File: src/design/tpsd_pkg.sv
// ----------------------------------------------------------------------------
// tpsd_pkg
// Shared types and constants of the TGA pixel stream decoder: register
// indexes, pixel depths, packet codes and the result word layout.
// ----------------------------------------------------------------------------
package tpsd_pkg;

    // Configuration port geometry
    localparam int CFG_IDX_W  = 2;
    localparam int CFG_DATA_W = 16;

    // Register indexes
    localparam logic [CFG_IDX_W-1:0] C_IDX_RLE_MODE     = 2'd0;
    localparam logic [CFG_IDX_W-1:0] C_IDX_BPP          = 2'd1;
    localparam logic [CFG_IDX_W-1:0] C_IDX_IMAGE_WIDTH  = 2'd2;
    localparam logic [CFG_IDX_W-1:0] C_IDX_IMAGE_HEIGHT = 2'd3;

    // Pixel depths
    localparam logic [5:0] C_BPP_16    = 6'd16;
    localparam logic [5:0] C_BPP_24    = 6'd24;
    localparam logic [5:0] C_BPP_32    = 6'd32;
    localparam logic [5:0] C_BPP_RESET = C_BPP_24;

    // Bytes per pixel for each depth
    localparam logic [2:0] C_NBYTES_16 = 3'd2;
    localparam logic [2:0] C_NBYTES_24 = 3'd3;
    localparam logic [2:0] C_NBYTES_32 = 3'd4;

    // RLE packet header codes
    localparam logic [7:0] C_RUN_THRESHOLD = 8'd128;
    localparam logic [7:0] C_RUN_BIAS      = 8'd127;

    // Mask of one 5-5-5 colour field
    localparam logic [4:0] C_FIELD5_MASK = 5'h1f;

    // Configuration seen by the decode stage
    typedef struct packed {
        logic       rle_mode;
        logic [5:0] bits_per_pixel;
    } t_cfg;

    // One result word
    typedef struct packed {
        logic [7:0] red;
        logic [7:0] green;
        logic [7:0] blue;
        logic [7:0] alpha;
        logic       has_alpha;
        logic [7:0] repeat_count;
        logic       last_pixel;
        logic       format_error;
    } t_out_word;

endpackage

File: src/design/tpsd_in_if.sv
// ----------------------------------------------------------------------------
// tpsd_in_if
// Byte channel into the decoder: one data byte and the start-of-image flag.
// ----------------------------------------------------------------------------
interface tpsd_in_if;
    logic       valid;
    logic       ready;
    logic [7:0] data_byte;
    logic       start_image;

    modport source (output valid, output data_byte, output start_image, input ready);
    modport sink   (input valid, input data_byte, input start_image, output ready);
endinterface

File: src/design/tpsd_out_if.sv
// ----------------------------------------------------------------------------
// tpsd_out_if
// Pixel record channel out of the decoder: colour, repeat count and flags.
// ----------------------------------------------------------------------------
interface tpsd_out_if;
    logic       valid;
    logic       ready;
    logic [7:0] red;
    logic [7:0] green;
    logic [7:0] blue;
    logic [7:0] alpha;
    logic       has_alpha;
    logic [7:0] repeat_count;
    logic       last_pixel;
    logic       format_error;

    modport source (
        output valid, output red, output green, output blue, output alpha,
        output has_alpha, output repeat_count, output last_pixel,
        output format_error, input ready
    );
    modport sink (
        input valid, input red, input green, input blue, input alpha,
        input has_alpha, input repeat_count, input last_pixel,
        input format_error, output ready
    );
endinterface

File: src/design/tga_pixel_stream_decoder_core.sv
// ----------------------------------------------------------------------------
// tga_pixel_stream_decoder_core
// Decodes the pixel data bytes of a TGA image (raw at 16/24/32 bit, RLE at 24/32 bit)
// into colour records with repeat counts.
// ----------------------------------------------------------------------------
//   channel     dir  handshake      word
//   i_in_chan   in   valid/ready    data_byte, start_image
//   o_out_chan  out  valid/ready    red..format_error
//   i_cfg_*     in   write enable   register index, data
//
// One byte per cycle while the output is not stalled; a byte's record passes
// through the input register, the decode logic and the result register,
// and the decode logic updates its packet state once per accepted byte.
// Reset clears the packet state and restores the register defaults.
// A stalled result holds in the output register while one more byte waits
// in the input register.
// ----------------------------------------------------------------------------
module tga_pixel_stream_decoder_core #(
    parameter int DIM_BITS = 16
) (
    input  logic                            i_clk,
    input  logic                            i_rst_n,
    input  logic                            i_cfg_we,
    input  logic [tpsd_pkg::CFG_IDX_W-1:0]  i_cfg_idx,
    input  logic [tpsd_pkg::CFG_DATA_W-1:0] i_cfg_data,
    tpsd_in_if.sink                         i_in_chan,
    tpsd_out_if.source                      o_out_chan
);

    tpsd_pkg::t_cfg        w_cfg;
    logic [2*DIM_BITS-1:0] w_total;

    logic                  r_in_valid;
    logic [7:0]            r_in_byte;
    logic                  r_in_start;

    logic                  r_out_valid;
    tpsd_pkg::t_out_word   r_out_word;

    logic                  w_advance;
    logic                  w_step;
    logic                  w_res_valid;
    tpsd_pkg::t_out_word   w_res;

    tpsd_cfg_regs #(
        .DIM_BITS (DIM_BITS)
    ) u_cfg (
        .i_clk      (i_clk),
        .i_rst_n    (i_rst_n),
        .i_cfg_we   (i_cfg_we),
        .i_cfg_idx  (i_cfg_idx),
        .i_cfg_data (i_cfg_data),
        .o_cfg      (w_cfg),
        .o_total    (w_total)
    );

    // Move on when the result slot is free or being emptied
    assign w_advance       = !r_out_valid || o_out_chan.ready;
    assign w_step          = r_in_valid && w_advance;
    assign i_in_chan.ready = !r_in_valid || w_advance;

    // Hold the incoming word
    always_ff @(posedge i_clk) begin
        if (!i_rst_n) begin
            r_in_valid <= 1'b0;
        end else if (i_in_chan.valid && i_in_chan.ready) begin
            r_in_valid <= 1'b1;
        end else if (w_step) begin
            r_in_valid <= 1'b0;
        end
    end

    always_ff @(posedge i_clk) begin
        if (i_in_chan.valid && i_in_chan.ready) begin
            r_in_byte  <= i_in_chan.data_byte;
            r_in_start <= i_in_chan.start_image;
        end
    end

    tpsd_decode #(
        .DIM_BITS (DIM_BITS)
    ) u_decode (
        .i_clk       (i_clk),
        .i_rst_n     (i_rst_n),
        .i_step      (w_step),
        .i_byte      (r_in_byte),
        .i_start     (r_in_start),
        .i_cfg       (w_cfg),
        .i_total     (w_total),
        .o_res_valid (w_res_valid),
        .o_res       (w_res)
    );

    // Register the result word
    always_ff @(posedge i_clk) begin
        if (!i_rst_n) begin
            r_out_valid <= 1'b0;
        end else if (w_advance) begin
            r_out_valid <= w_step && w_res_valid;
        end
    end

    always_ff @(posedge i_clk) begin
        if (w_advance) begin
            r_out_word <= w_res;
        end
    end

    assign o_out_chan.valid        = r_out_valid;
    assign o_out_chan.red          = r_out_word.red;
    assign o_out_chan.green        = r_out_word.green;
    assign o_out_chan.blue         = r_out_word.blue;
    assign o_out_chan.alpha        = r_out_word.alpha;
    assign o_out_chan.has_alpha    = r_out_word.has_alpha;
    assign o_out_chan.repeat_count = r_out_word.repeat_count;
    assign o_out_chan.last_pixel   = r_out_word.last_pixel;
    assign o_out_chan.format_error = r_out_word.format_error;

    // An error word carries no colour and no count
    a_error_word_empty: assert property (@(posedge i_clk) disable iff (!i_rst_n)
        (r_out_valid && r_out_word.format_error) |->
            (r_out_word.repeat_count == 8'd0 && r_out_word.red == 8'd0
             && r_out_word.has_alpha == 1'b0 && r_out_word.last_pixel == 1'b0))
        else $error("error word carries pixel data");

    // A stalled result word holds until taken
    a_out_held_on_stall: assert property (@(posedge i_clk) disable iff (!i_rst_n)
        (r_out_valid && !o_out_chan.ready) |=> (r_out_valid && $stable(r_out_word)))
        else $error("output word changed during stall");

    // A byte held in the input register is not lost while the result stalls
    a_in_held_on_stall: assert property (@(posedge i_clk) disable iff (!i_rst_n)
        (r_in_valid && !w_advance) |=> (r_in_valid && $stable(r_in_byte)))
        else $error("input word lost during stall");

endmodule

File: src/design/tpsd_cfg_regs.sv
// ----------------------------------------------------------------------------
// tpsd_cfg_regs
// Header registers written through the plain write port, and the registered
// pixel total (width times height, each from the low DIM_BITS bits of the data).
// ----------------------------------------------------------------------------
module tpsd_cfg_regs #(
    parameter int DIM_BITS = 16
) (
    input  logic                             i_clk,
    input  logic                             i_rst_n,
    input  logic                             i_cfg_we,
    input  logic [tpsd_pkg::CFG_IDX_W-1:0]   i_cfg_idx,
    input  logic [tpsd_pkg::CFG_DATA_W-1:0]  i_cfg_data,
    output tpsd_pkg::t_cfg                   o_cfg,
    output logic [2*DIM_BITS-1:0]            o_total
);

    logic                r_rle_mode;
    logic [5:0]          r_bpp;
    logic [DIM_BITS-1:0] r_width;
    logic [DIM_BITS-1:0] r_height;
    logic [2*DIM_BITS-1:0] r_total;

    // Take register writes
    always_ff @(posedge i_clk) begin
        if (!i_rst_n) begin
            r_rle_mode <= 1'b0;
            r_bpp      <= tpsd_pkg::C_BPP_RESET;
            r_width    <= '0;
            r_height   <= '0;
        end else if (i_cfg_we) begin
            case (i_cfg_idx)
                tpsd_pkg::C_IDX_RLE_MODE:     r_rle_mode <= i_cfg_data[0];
                tpsd_pkg::C_IDX_BPP:          r_bpp      <= i_cfg_data[5:0];
                tpsd_pkg::C_IDX_IMAGE_WIDTH:  r_width    <= i_cfg_data[DIM_BITS-1:0];
                tpsd_pkg::C_IDX_IMAGE_HEIGHT: r_height   <= i_cfg_data[DIM_BITS-1:0];
                default: ;
            endcase
        end
    end

    // Register the pixel total in the cycle after the dimensions
    always_ff @(posedge i_clk) begin
        if (!i_rst_n) begin
            r_total <= '0;
        end else begin
            r_total <= {{DIM_BITS{1'b0}}, r_width} * {{DIM_BITS{1'b0}}, r_height};
        end
    end

    assign o_cfg.rle_mode       = r_rle_mode;
    assign o_cfg.bits_per_pixel = r_bpp;
    assign o_total              = r_total;

endmodule

File: src/design/tpsd_decode.sv
// ----------------------------------------------------------------------------
// tpsd_decode
// Packet and pixel state of the image, updated once per byte, and the
// combinational decode of one byte into an optional result word.
// ----------------------------------------------------------------------------
module tpsd_decode #(
    parameter int DIM_BITS = 16
) (
    input  logic                   i_clk,
    input  logic                   i_rst_n,
    input  logic                   i_step,
    input  logic [7:0]             i_byte,
    input  logic                   i_start,
    input  tpsd_pkg::t_cfg         i_cfg,
    input  logic [2*DIM_BITS-1:0]  i_total,
    output logic                   o_res_valid,
    output tpsd_pkg::t_out_word    o_res
);

    localparam int TOT_W = 2 * DIM_BITS;

    // Packet and image state
    logic             r_eph, n_eph;
    logic [1:0]       r_bip, n_bip;
    logic [23:0]      r_gath, n_gath;
    logic             r_is_run, n_is_run;
    logic [7:0]       r_pleft, n_pleft;
    logic [TOT_W-1:0] r_done, n_done;
    logic             r_fin, n_fin;

    // State as seen by this byte, after an optional start clear
    logic             c_eph, c_is_run, c_fin;
    logic [1:0]       c_bip;
    logic [23:0]      c_gath;
    logic [7:0]       c_pleft;
    logic [TOT_W-1:0] c_done;

    logic             fmt_ok;
    logic [2:0]       nbytes;
    logic [15:0]      px16;
    logic [7:0]       count;
    logic [TOT_W-1:0] remaining;
    logic [TOT_W-1:0] done_sum;

    // Decode one byte
    always_comb begin
        c_eph    = i_start ? 1'b1 : r_eph;
        c_bip    = i_start ? 2'd0 : r_bip;
        c_gath   = i_start ? 24'd0 : r_gath;
        c_is_run = i_start ? 1'b0 : r_is_run;
        c_pleft  = i_start ? 8'd0 : r_pleft;
        c_done   = i_start ? '0 : r_done;
        c_fin    = i_start ? 1'b0 : r_fin;

        n_eph    = c_eph;
        n_bip    = c_bip;
        n_gath   = c_gath;
        n_is_run = c_is_run;
        n_pleft  = c_pleft;
        n_done   = c_done;
        n_fin    = c_fin;

        o_res_valid = 1'b0;
        o_res       = '0;

        fmt_ok = (i_cfg.bits_per_pixel == tpsd_pkg::C_BPP_24)
              || (i_cfg.bits_per_pixel == tpsd_pkg::C_BPP_32)
              || ((i_cfg.bits_per_pixel == tpsd_pkg::C_BPP_16) && !i_cfg.rle_mode);

        case (i_cfg.bits_per_pixel)
            tpsd_pkg::C_BPP_16: nbytes = tpsd_pkg::C_NBYTES_16;
            tpsd_pkg::C_BPP_32: nbytes = tpsd_pkg::C_NBYTES_32;
            default:            nbytes = tpsd_pkg::C_NBYTES_24;
        endcase

        px16      = {i_byte, c_gath[7:0]};
        count     = 8'd1;
        remaining = i_total - c_done;
        done_sum  = '0;

        if (c_fin) begin
            // drop bytes after the last pixel
        end else if (i_total == '0) begin
            n_fin = 1'b1;
        end else if (!fmt_ok) begin
            // one error word, then the image is over
            o_res_valid        = 1'b1;
            o_res.format_error = 1'b1;
            n_fin              = 1'b1;
        end else if (i_cfg.rle_mode && c_eph) begin
            // packet header: raw below the threshold, run otherwise
            if (i_byte < tpsd_pkg::C_RUN_THRESHOLD) begin
                n_is_run = 1'b0;
                n_pleft  = i_byte + 8'd1;
            end else begin
                n_is_run = 1'b1;
                n_pleft  = i_byte - tpsd_pkg::C_RUN_BIAS;
            end
            n_eph = 1'b0;
        end else if ({1'b0, c_bip} + 3'd1 < nbytes) begin
            // gather an early byte of the pixel
            case (c_bip)
                2'd0:    n_gath = {c_gath[23:8], i_byte};
                2'd1:    n_gath = {c_gath[23:16], i_byte, c_gath[7:0]};
                default: n_gath = {i_byte, c_gath[15:0]};
            endcase
            n_bip = c_bip + 2'd1;
        end else begin
            // last byte of the pixel: build the colour
            o_res_valid = 1'b1;
            case (nbytes)
                tpsd_pkg::C_NBYTES_16: begin
                    o_res.blue  = {px16[4:0] & tpsd_pkg::C_FIELD5_MASK, 3'b000};
                    o_res.green = {px16[9:5] & tpsd_pkg::C_FIELD5_MASK, 3'b000};
                    o_res.red   = {px16[14:10] & tpsd_pkg::C_FIELD5_MASK, 3'b000};
                end
                tpsd_pkg::C_NBYTES_32: begin
                    o_res.blue      = c_gath[7:0];
                    o_res.green     = c_gath[15:8];
                    o_res.red       = c_gath[23:16];
                    o_res.alpha     = i_byte;
                    o_res.has_alpha = 1'b1;
                end
                default: begin
                    o_res.blue  = c_gath[7:0];
                    o_res.green = c_gath[15:8];
                    o_res.red   = i_byte;
                end
            endcase
            n_bip  = 2'd0;
            n_gath = 24'd0;

            // advance the packet
            if (i_cfg.rle_mode) begin
                if (c_is_run) begin
                    count   = (c_pleft != 8'd0) ? c_pleft : 8'd1;
                    n_pleft = 8'd0;
                    n_eph   = 1'b1;
                end else if (c_pleft <= 8'd1) begin
                    n_pleft = 8'd0;
                    n_eph   = 1'b1;
                end else begin
                    n_pleft = c_pleft - 8'd1;
                end
            end

            // cut the record at the end of the image
            if ({{(TOT_W-8){1'b0}}, count} > remaining) begin
                count = remaining[7:0];
            end
            done_sum = c_done + {{(TOT_W-8){1'b0}}, count};
            n_done   = done_sum;
            if (done_sum >= i_total) begin
                n_fin = 1'b1;
            end
            o_res.repeat_count = count;
            o_res.last_pixel   = n_fin;
        end
    end

    // Hold state between bytes
    always_ff @(posedge i_clk) begin
        if (!i_rst_n) begin
            r_eph    <= 1'b1;
            r_bip    <= 2'd0;
            r_gath   <= 24'd0;
            r_is_run <= 1'b0;
            r_pleft  <= 8'd0;
            r_done   <= '0;
            r_fin    <= 1'b0;
        end else if (i_step) begin
            r_eph    <= n_eph;
            r_bip    <= n_bip;
            r_gath   <= n_gath;
            r_is_run <= n_is_run;
            r_pleft  <= n_pleft;
            r_done   <= n_done;
            r_fin    <= n_fin;
        end
    end

endmodule
File: src/flat_wrapper.sv
// flat-port wrapper written by rule: the top's interface ports become plain ports
module tga_pixel_stream_decoder_core_flat 
#(
    parameter int DIM_BITS = 16
)
  (i_clk, i_rst_n, i_cfg_we, i_cfg_idx, i_cfg_data, i_in_chan_valid, i_in_chan_data_byte, i_in_chan_start_image, i_in_chan_ready, o_out_chan_valid, o_out_chan_red, o_out_chan_green, o_out_chan_blue, o_out_chan_alpha, o_out_chan_has_alpha, o_out_chan_repeat_count, o_out_chan_last_pixel, o_out_chan_format_error, o_out_chan_ready);
  tpsd_in_if i_in_chan_i ();
  tpsd_out_if o_out_chan_i ();
  input  logic i_clk;
  input  logic i_rst_n;
  input  logic i_cfg_we;
  input  logic [tpsd_pkg::CFG_IDX_W-1:0] i_cfg_idx;
  input  logic [tpsd_pkg::CFG_DATA_W-1:0] i_cfg_data;
  input wire logic [$bits(i_in_chan_i.valid)-1:0] i_in_chan_valid;
  input wire logic [$bits(i_in_chan_i.data_byte)-1:0] i_in_chan_data_byte;
  input wire logic [$bits(i_in_chan_i.start_image)-1:0] i_in_chan_start_image;
  output wire logic [$bits(i_in_chan_i.ready)-1:0] i_in_chan_ready;
  output wire logic [$bits(o_out_chan_i.valid)-1:0] o_out_chan_valid;
  output wire logic [$bits(o_out_chan_i.red)-1:0] o_out_chan_red;
  output wire logic [$bits(o_out_chan_i.green)-1:0] o_out_chan_green;
  output wire logic [$bits(o_out_chan_i.blue)-1:0] o_out_chan_blue;
  output wire logic [$bits(o_out_chan_i.alpha)-1:0] o_out_chan_alpha;
  output wire logic [$bits(o_out_chan_i.has_alpha)-1:0] o_out_chan_has_alpha;
  output wire logic [$bits(o_out_chan_i.repeat_count)-1:0] o_out_chan_repeat_count;
  output wire logic [$bits(o_out_chan_i.last_pixel)-1:0] o_out_chan_last_pixel;
  output wire logic [$bits(o_out_chan_i.format_error)-1:0] o_out_chan_format_error;
  input wire logic [$bits(o_out_chan_i.ready)-1:0] o_out_chan_ready;
  assign i_in_chan_i.valid = i_in_chan_valid;
  assign i_in_chan_i.data_byte = i_in_chan_data_byte;
  assign i_in_chan_i.start_image = i_in_chan_start_image;
  assign i_in_chan_ready = i_in_chan_i.ready;
  assign o_out_chan_valid = o_out_chan_i.valid;
  assign o_out_chan_red = o_out_chan_i.red;
  assign o_out_chan_green = o_out_chan_i.green;
  assign o_out_chan_blue = o_out_chan_i.blue;
  assign o_out_chan_alpha = o_out_chan_i.alpha;
  assign o_out_chan_has_alpha = o_out_chan_i.has_alpha;
  assign o_out_chan_repeat_count = o_out_chan_i.repeat_count;
  assign o_out_chan_last_pixel = o_out_chan_i.last_pixel;
  assign o_out_chan_format_error = o_out_chan_i.format_error;
  assign o_out_chan_i.ready = o_out_chan_ready;
  tga_pixel_stream_decoder_core #(.DIM_BITS(DIM_BITS)) u_core (.i_clk(i_clk), .i_rst_n(i_rst_n), .i_cfg_we(i_cfg_we), .i_cfg_idx(i_cfg_idx), .i_cfg_data(i_cfg_data), .i_in_chan(i_in_chan_i), .o_out_chan(o_out_chan_i));
endmodule
File: config.mk
export PLATFORM = sky130hd
export DESIGN_NAME = tga_pixel_stream_decoder_core_flat
export DESIGN_NICKNAME = d
export VERILOG_FILES = /design/src/design/tpsd_pkg.sv /design/src/design/tpsd_in_if.sv /design/src/design/tpsd_out_if.sv /design/src/design/tga_pixel_stream_decoder_core.sv /design/src/design/tpsd_cfg_regs.sv /design/src/design/tpsd_decode.sv /design/src/flat_wrapper.sv
export SDC_FILE = /design/constraint.sdc
export NUM_CORES = 1
export LEC_CHECK = 0
export BUFFER_PORTS_ARGS = -buffer_cell sky130_fd_sc_hd__buf_4
export CORE_ASPECT_RATIO = 0.9
export CORE_MARGIN = 2
export CORE_UTILIZATION = 40
export CTS_BUF_LIST = sky130_fd_sc_hd__clkbuf_2
export DETAILED_ROUTE_END_ITERATION = 8
export GPL_ROUTABILITY_DRIVEN = 0
export PLACE_DENSITY = 0.66
export SYNTH_ARGS = -nofsm -noshare
export SYNTH_HDL_FRONTEND = slang
export SYNTH_SLANG_ARGS = --single-unit
File: constraint.sdc
create_clock -name i_clk -period 25 [get_ports i_clk]
set_input_delay 5 -clock i_clk [delete_from_list [all_inputs] [get_ports i_clk]]
set_output_delay 5 -clock i_clk [all_outputs]
set_load 0.05 [all_outputs]
Yosys cells after proc, flatten, opt, wreduce, memory -nomap -nowiden. Cells that the tools add are included.

Register bits after elaboration: 194. Input bits: 32. Output and inout port bits: 45. Word-level logic and storage cells: 148.

$add $sub $neg: 7. Multipliers: 1. Magnitude comparators: 5. Eq/ne operators: 9. Multiplexer cells: 76. Bitwise logic cells: 2. Reduce and logical (&&, ||, !) cells: 24.

Operator list (number): 32-bit 2-to-1 mux (6); 8-bit 2-to-1 mux (24); 24-bit 2-to-1 mux (6); 24-bit one-hot mux with 2 select lines (2); 32-bit by 8-bit adder with 32-bit output (1); 32-bit greater-or-equal comparator (1); 8-bit by 32-bit > comparator with 1-bit output (1); 32-bit zero test (1); 16-bit by 16-bit multiplier with 32-bit output (1); 32-bit subtractor (1); 1-bit 2-to-1 mux (31); 6-bit by 5-bit == test with 1-bit output (second input constant) (2); 2-bit 2-to-1 mux (6); 8-bit by 1-bit adder with 8-bit output (second input constant) (1); 8-bit by 1-bit <= comparator with 1-bit output (second input constant) (1); 8-bit < comparator (second input constant) (1); 2-bit AND reduction (4); 8-bit nonzero test (1); 8-bit by 1-bit subtractor with 8-bit output (second input constant) (1); 8-bit by 7-bit subtractor with 8-bit output (second input constant) (1); 6-bit == test (second input constant) (1); 3-bit one-hot mux with 2 select lines (1); 6-bit OR reduction (1); 1-bit logical AND (5); 14 further kinds (23).

Logic depth before layout (Yosys ltp).
Word-level depth: 25. Depth in mapped cells: 46. Mapped depth without buffers: 42.

Cells and area by module. From an unflattened synthesis, not the netlist that was laid out.

Cells, all modules: 2497. Area total of the unflattened synthesis: 20905.0 sq um.

Modules (own cells, without submodules): tpsd_cfg_regs (times used 1, cells an instance 1264, area an instance 11025.6 sq um, seq. area each 1421.4 sq um); tpsd_decode (times used 1, cells an instance 1169, area an instance 8209.1 sq um, seq. area each 1381.3 sq um); tga_pixel_stream_decoder_core (times used 1, cells an instance 64, area an instance 1670.4 sq um, seq. area each 1601.5 sq um).

Least setup slack after synthesis. No wires, ideal clock.

Path type: input-to-output. Start point: in o_out_chan_ready. End point: out i_in_chan_ready. Arrival time: 5.521 ns. Data required time: 20.000 ns. Slack: 14.479 ns. Cell stages on the path: 2. Path buffers: 0. Path through: nor2b_1 > nand2_1.

Word-level cells in the longest chain between the ends: 2.

RTL lines: from (decl) (RTL line flat_wrapper.sv:27) `input wire logic [$bits(o_out_chan_i.ready)-1:0] o_out_chan_ready;`; 1-bit logical OR (RTL line tga_pixel_stream_decoder_core.sv:58) `assign w_advance = !r_out_valid || o_out_chan.ready;`; 1-bit logical OR (RTL line tga_pixel_stream_decoder_core.sv:60) `assign i_in_chan.ready = !r_in_valid || w_advance;`; to (decl) (RTL line flat_wrapper.sv:17) `output wire logic [$bits(i_in_chan_i.ready)-1:0] i_in_chan_ready;`.

No other way between the ends.

Worst setup path in the final report.
Start point: reg u_core.r_in_start. End point: reg u_core.r_out_word (netlist bit u_core.o_out_chan.last_pixel), data pin.

Word-level cells in the longest chain between the ends: 20. Elaborated cells between the ends (all ways): 30. Classes of those cells: add/sub (3); order compare (3); mux (21); reduce/logical (3).

RTL lines: from (decl) (RTL line tga_pixel_stream_decoder_core.sv:35) `logic r_in_start;`; from (signal assigned) (RTL line tga_pixel_stream_decoder_core.sv:76) `r_in_start <= i_in_chan.start_image;`; 8-bit 2-to-1 mux (RTL line tpsd_decode.sv:51) `c_pleft = i_start ? 8'd0 : r_pleft;`; 8-bit nonzero test (RTL line tpsd_decode.sv:136) `count = (c_pleft != 8'd0) ? c_pleft : 8'd1;`; 8-bit 2-to-1 mux (RTL line tpsd_decode.sv:136); 8-bit 2-to-1 mux (RTL line tpsd_decode.sv:135) `if (c_is_run) begin`; 8-bit 2-to-1 mux (RTL line tpsd_decode.sv:134) `if (i_cfg.rle_mode) begin`; 8-bit 2-to-1 mux (RTL line tpsd_decode.sv:100) `end else if ({1'b0, c_bip} + 3'd1 < nbytes) begin`; 8-bit 2-to-1 mux (RTL line tpsd_decode.sv:90) `end else if (i_cfg.rle_mode && c_eph) begin`; 8-bit 2-to-1 mux (RTL line tpsd_decode.sv:85) `end else if (!fmt_ok) begin`; [4 not listed]; 8-bit 2-to-1 mux (RTL line tpsd_decode.sv:100); 8-bit 2-to-1 mux (RTL line tpsd_decode.sv:90); 8-bit 2-to-1 mux (RTL line tpsd_decode.sv:85); 8-bit 2-to-1 mux (RTL line tpsd_decode.sv:83) `end else if (i_total == '0) begin`; 8-bit 2-to-1 mux (RTL line tpsd_decode.sv:81) `if (c_fin) begin`; 32-bit by 8-bit adder with 32-bit output (RTL line tpsd_decode.sv:151) `done_sum = c_done + {{(TOT_W-8){1'b0}}, count};`; 32-bit greater-or-equal comparator (RTL line tpsd_decode.sv:153) `if (done_sum >= i_total) begin`; 1-bit 2-to-1 mux (RTL line tpsd_decode.sv:153); to (signal assigned) (RTL line tga_pixel_stream_decoder_core.sv:105) `r_out_word <= w_res;`; to (decl) (RTL line tga_pixel_stream_decoder_core.sv:38) `tpsd_pkg::t_out_word r_out_word;`.

Parallel ways exist; a longest one is shown, timed or not. The select of a mux whose other input is x is not followed. A chain may end at the register's enable or synchronous reset.

==> impl_metrics.yaml <==
run_status:
  status: "finished clean"
sta:
  whs_ps: 513
  rsz0062_at_grt: "no"
  post-route-period-util_pct: 46.0
  max-slew-margin-rel_pct: 21.0
  finalHoldViolCount: 0
  tightest_slew_ps: 1180
  fin_crit_ps: 11490
  setup_tns_ps: 0
  layout_setup_ws_ps: 13510
  setup-violations-final: 0
  slew_viol_final: 0
  fin_skew_ps: 66.4
  max_freq_mhz: 87.0
route:
  drtPass1Iterations: 6
  wl_um: 54600
  wire_per_inst_um: 17.7
  drc: 0
  drtIter0Drc: 1421
  ant_nets: 0
  vias_per_cell: 5.51
  vias: 17000
global_routing:
  grt_overflow_total: 0
  grt_use_met1_pct: 28.4
  track_usage_pct: 20.8
  grt_busiest_layer: "met2"
  antenna_found_initial: 1
  grt_pass1_wl_um: 88800
  use_met3_pct: 3.52
  grt_max_degree: 118
  grt_pass1_vias: 16900
  met2_usage_pct: 33.3
worst_setup_path:
  worstSetupPathType: "reg -> reg"
  critPathMaxStageDelay_ps: 790
  path_max_fanout: 46
  cp_slowest_cell: "nor4_1"
  cpMostUsedCell: "o21ai_0"
  crit_arrival_ps: 12170
  crit_required_ps: 25680
  critPathCaptureType: "register"
  start_kind: "register"
clock_tree:
  clockBufferDepth: 2
  cts_setup_buffers: 0
  ctsResizeCount: 0
  cts_tree: "yes"
  numClockSinks: 194
  cts_hold_buffers: 0
  clkSlewWorstSetupHoldPaths_ps: 340
  cts-buffers-inserted: 17
  root_buffer: "clkbuf_2"
  htree_levels: 4
  clkLatencyLatePin_ps: 900
layout:
  drive_gt1_share_pct: 5.44
  nNetsFinal: 2821
  fin_area_mm2: 0.0218
  stdcell_count: 3090
  area_delta_synth_final_pct: 6.61
flow_run:
  drv_cap: 0
power_and_ir_drop:
  p_per_area_mw_per_mm2: 29.8
  p_leak_nw: 9.79
  peakVddDrop_v: 0.0000311
synthesis:
  synth_edf_count: 52
  async_flop_share_pct: 0
  syn-num-nets: 2831
  yosys_warnings: 0
  syn-cell-area_mm2: 0.0205
  ys_seq_elements: 194
  ys_types: 72
  synth-main-ff-cell: "dfxtp_1"
  syn_area_per_cell_um2: 8.51
  syn-instance-count: 2405
  ys_seq_area_share_pct: 21.5
min_path:
  min-delay-path-class: "reg -> reg"
placed_design:
  dpl_cell_area_mm2: 0.0215
  dp_cells: 3056
  dp_hpwl_um: 42100
  io_buffer_count: 76
  dp_slack_ps: 13780
die:
  initial_core_util_pct: 40.6
  rows: 78
  die_width_um: 242
  die_area_mm2: 0.0530
  die_y_um: 219
  core-area_mm2: 0.0505
  ios: 77
## worst max-delay path, delay by kind of cell (launching register included)
family	cells	cell delay, ps
AO/OA/AOI/OAI	18	3270
buffers and inverters	4	890
XOR/XNOR	2	440
AND/OR/NAND/NOR	13	4360
flip-flops	1	440
adder cells (fa/ha/maj)	4	1400
multiplexers	1	440
## metrics by stage
stage	utilization, %	power (W)
after floorplan	-	0.000428
after global placement	42.6	0.000464
after detailed placement	42.6	0.000466
after CTS	43.2	0.000653
after global routing	43.2	0.000677
final	43.2	0.000650
## cells by family after synthesis
group           share of synthesized area [%]
buf+inv                                  7.94
fa+ha+maj                                31.3
flops                                    21.5
simple gates                             20.3
mux                                     0.893
xor+xnor                                 3.21
compound gates                           14.9
## layout by cell type (no fill, tap or decap), drive strengths merged, types with 6 or more instances in the layout
master / instances
a211oi: 14
a21boi: 48
a21o: 44
a21oi: 89
a222oi: 8
a22oi: 52
a31oi: 10
and2: 160
and3: 18
buf: 85
clkbuf: 17
clkinv: 6
dfxtp: 142
edfxtp: 52
fa: 196
ha: 198
inv: 322
mux2i: 16
nand2: 356
nand2b: 16
nand3: 28
nand4: 22
nor2: 97
nor2b: 71
nor3: 19
nor3b: 8
nor4: 16
o211a: 6
o211ai: 17
o21a: 12
o21ai: 92
o21bai: 10
or3: 9
or4: 6
xnor2: 47
xor2: 28
## metal layers
layer	wire, um	vias to the layer above
met1	24000	8322
met4	1390	0
met5	0	-
li1	-	7955
met3	4040	85
met2	25100	664
## layout make-up
| class | count | area (um^2) |
|---|---|---|
| well taps | 680 | 851 |
| flip-flops and latches | 194 | 4400 |
| clock inverters | 15 | 220 |
| fillers | 4939 | 28600 |
| diodes | 2 | 5.00 |
| clock buffers | 17 | 85.1 |
| repair buffers | 85 | 638 |
| inverters | 314 | 1180 |
| multi-input cells | 1783 | 14400 |
## report_power, final
| part | switching (W) | internal (W) |
|---|---|---|
| Clock | 0.000139 | 0.0000483 |
| Combinational | 0.0000724 | 0.0000445 |
| Sequential | 0.0000168 | 0.000330 |
| Total | 0.000228 | 0.000422 |
## Yosys cell counts, drive strengths merged (6+ instances only)
library cell	count	area share [%]
dfxtp	142	14
and2	160	4.9
a211oi	14	0.54
and3	18	0.55
o211a	6	0.29
fa	196	19
o21a	12	0.44
o21bai	10	0.37
a22oi	52	1.9
a21o	44	1.6
nand2b	16	0.49
a222oi	8	0.39
ha	198	12
a31oi	10	0.31
o211ai	17	0.62
nor2	97	1.8
mux2i	16	0.78
or4	6	0.24
nand3	28	0.68
nor3b	8	0.29
inv	314	5.8
nor2b	71	2.2
or3	9	0.28
clkbuf	104	1.9
xnor2	47	2.0
nand2	356	6.5
nand4	22	0.67
o21ai	92	2.3
nor4	16	0.56
buf	10	0.27
xor2	28	1.2
edfxtp	52	7.6
a21oi	89	2.2
nor3	19	0.46
a21boi	48	1.8
## registers in the layout, indices dropped and copies added, names as in the netlist, 2 cells and up
register                        cells
u_core.u_cfg.o_total               32
u_core.u_decode.r_done             32
u_core.u_decode.r_gath             24
u_core.u_cfg.r_height              16
u_core.u_cfg.r_width               16
u_core.o_out_chan.alpha             8
u_core.o_out_chan.blue              8
u_core.o_out_chan.green             8
u_core.o_out_chan.red               8
u_core.o_out_chan.repeat_count      8
u_core.r_in_byte                    8
u_core.u_decode.r_pleft             8
u_core.u_cfg.r_bpp                  6
u_core.u_decode.r_bip               2
## final timing paths
kind                                            from  depth (start not counted)                                    endpoint  slack [ps]
max                      u_core.r_in_start$_DFFE_PP_                         42  u_core.o_out_chan.last_pixel$_SDFFCE_PP0P_       13510
max reg2reg              u_core.r_in_start$_DFFE_PP_                         42  u_core.o_out_chan.last_pixel$_SDFFCE_PP0P_       13510
min          u_core.u_decode.r_done[30]$_SDFFE_PN0P_                          2     u_core.u_decode.r_done[30]$_SDFFE_PN0P_         510
min reg2reg  u_core.u_decode.r_done[30]$_SDFFE_PN0P_                          2     u_core.u_decode.r_done[30]$_SDFFE_PN0P_         510
(Power assumes the default switching activity.)
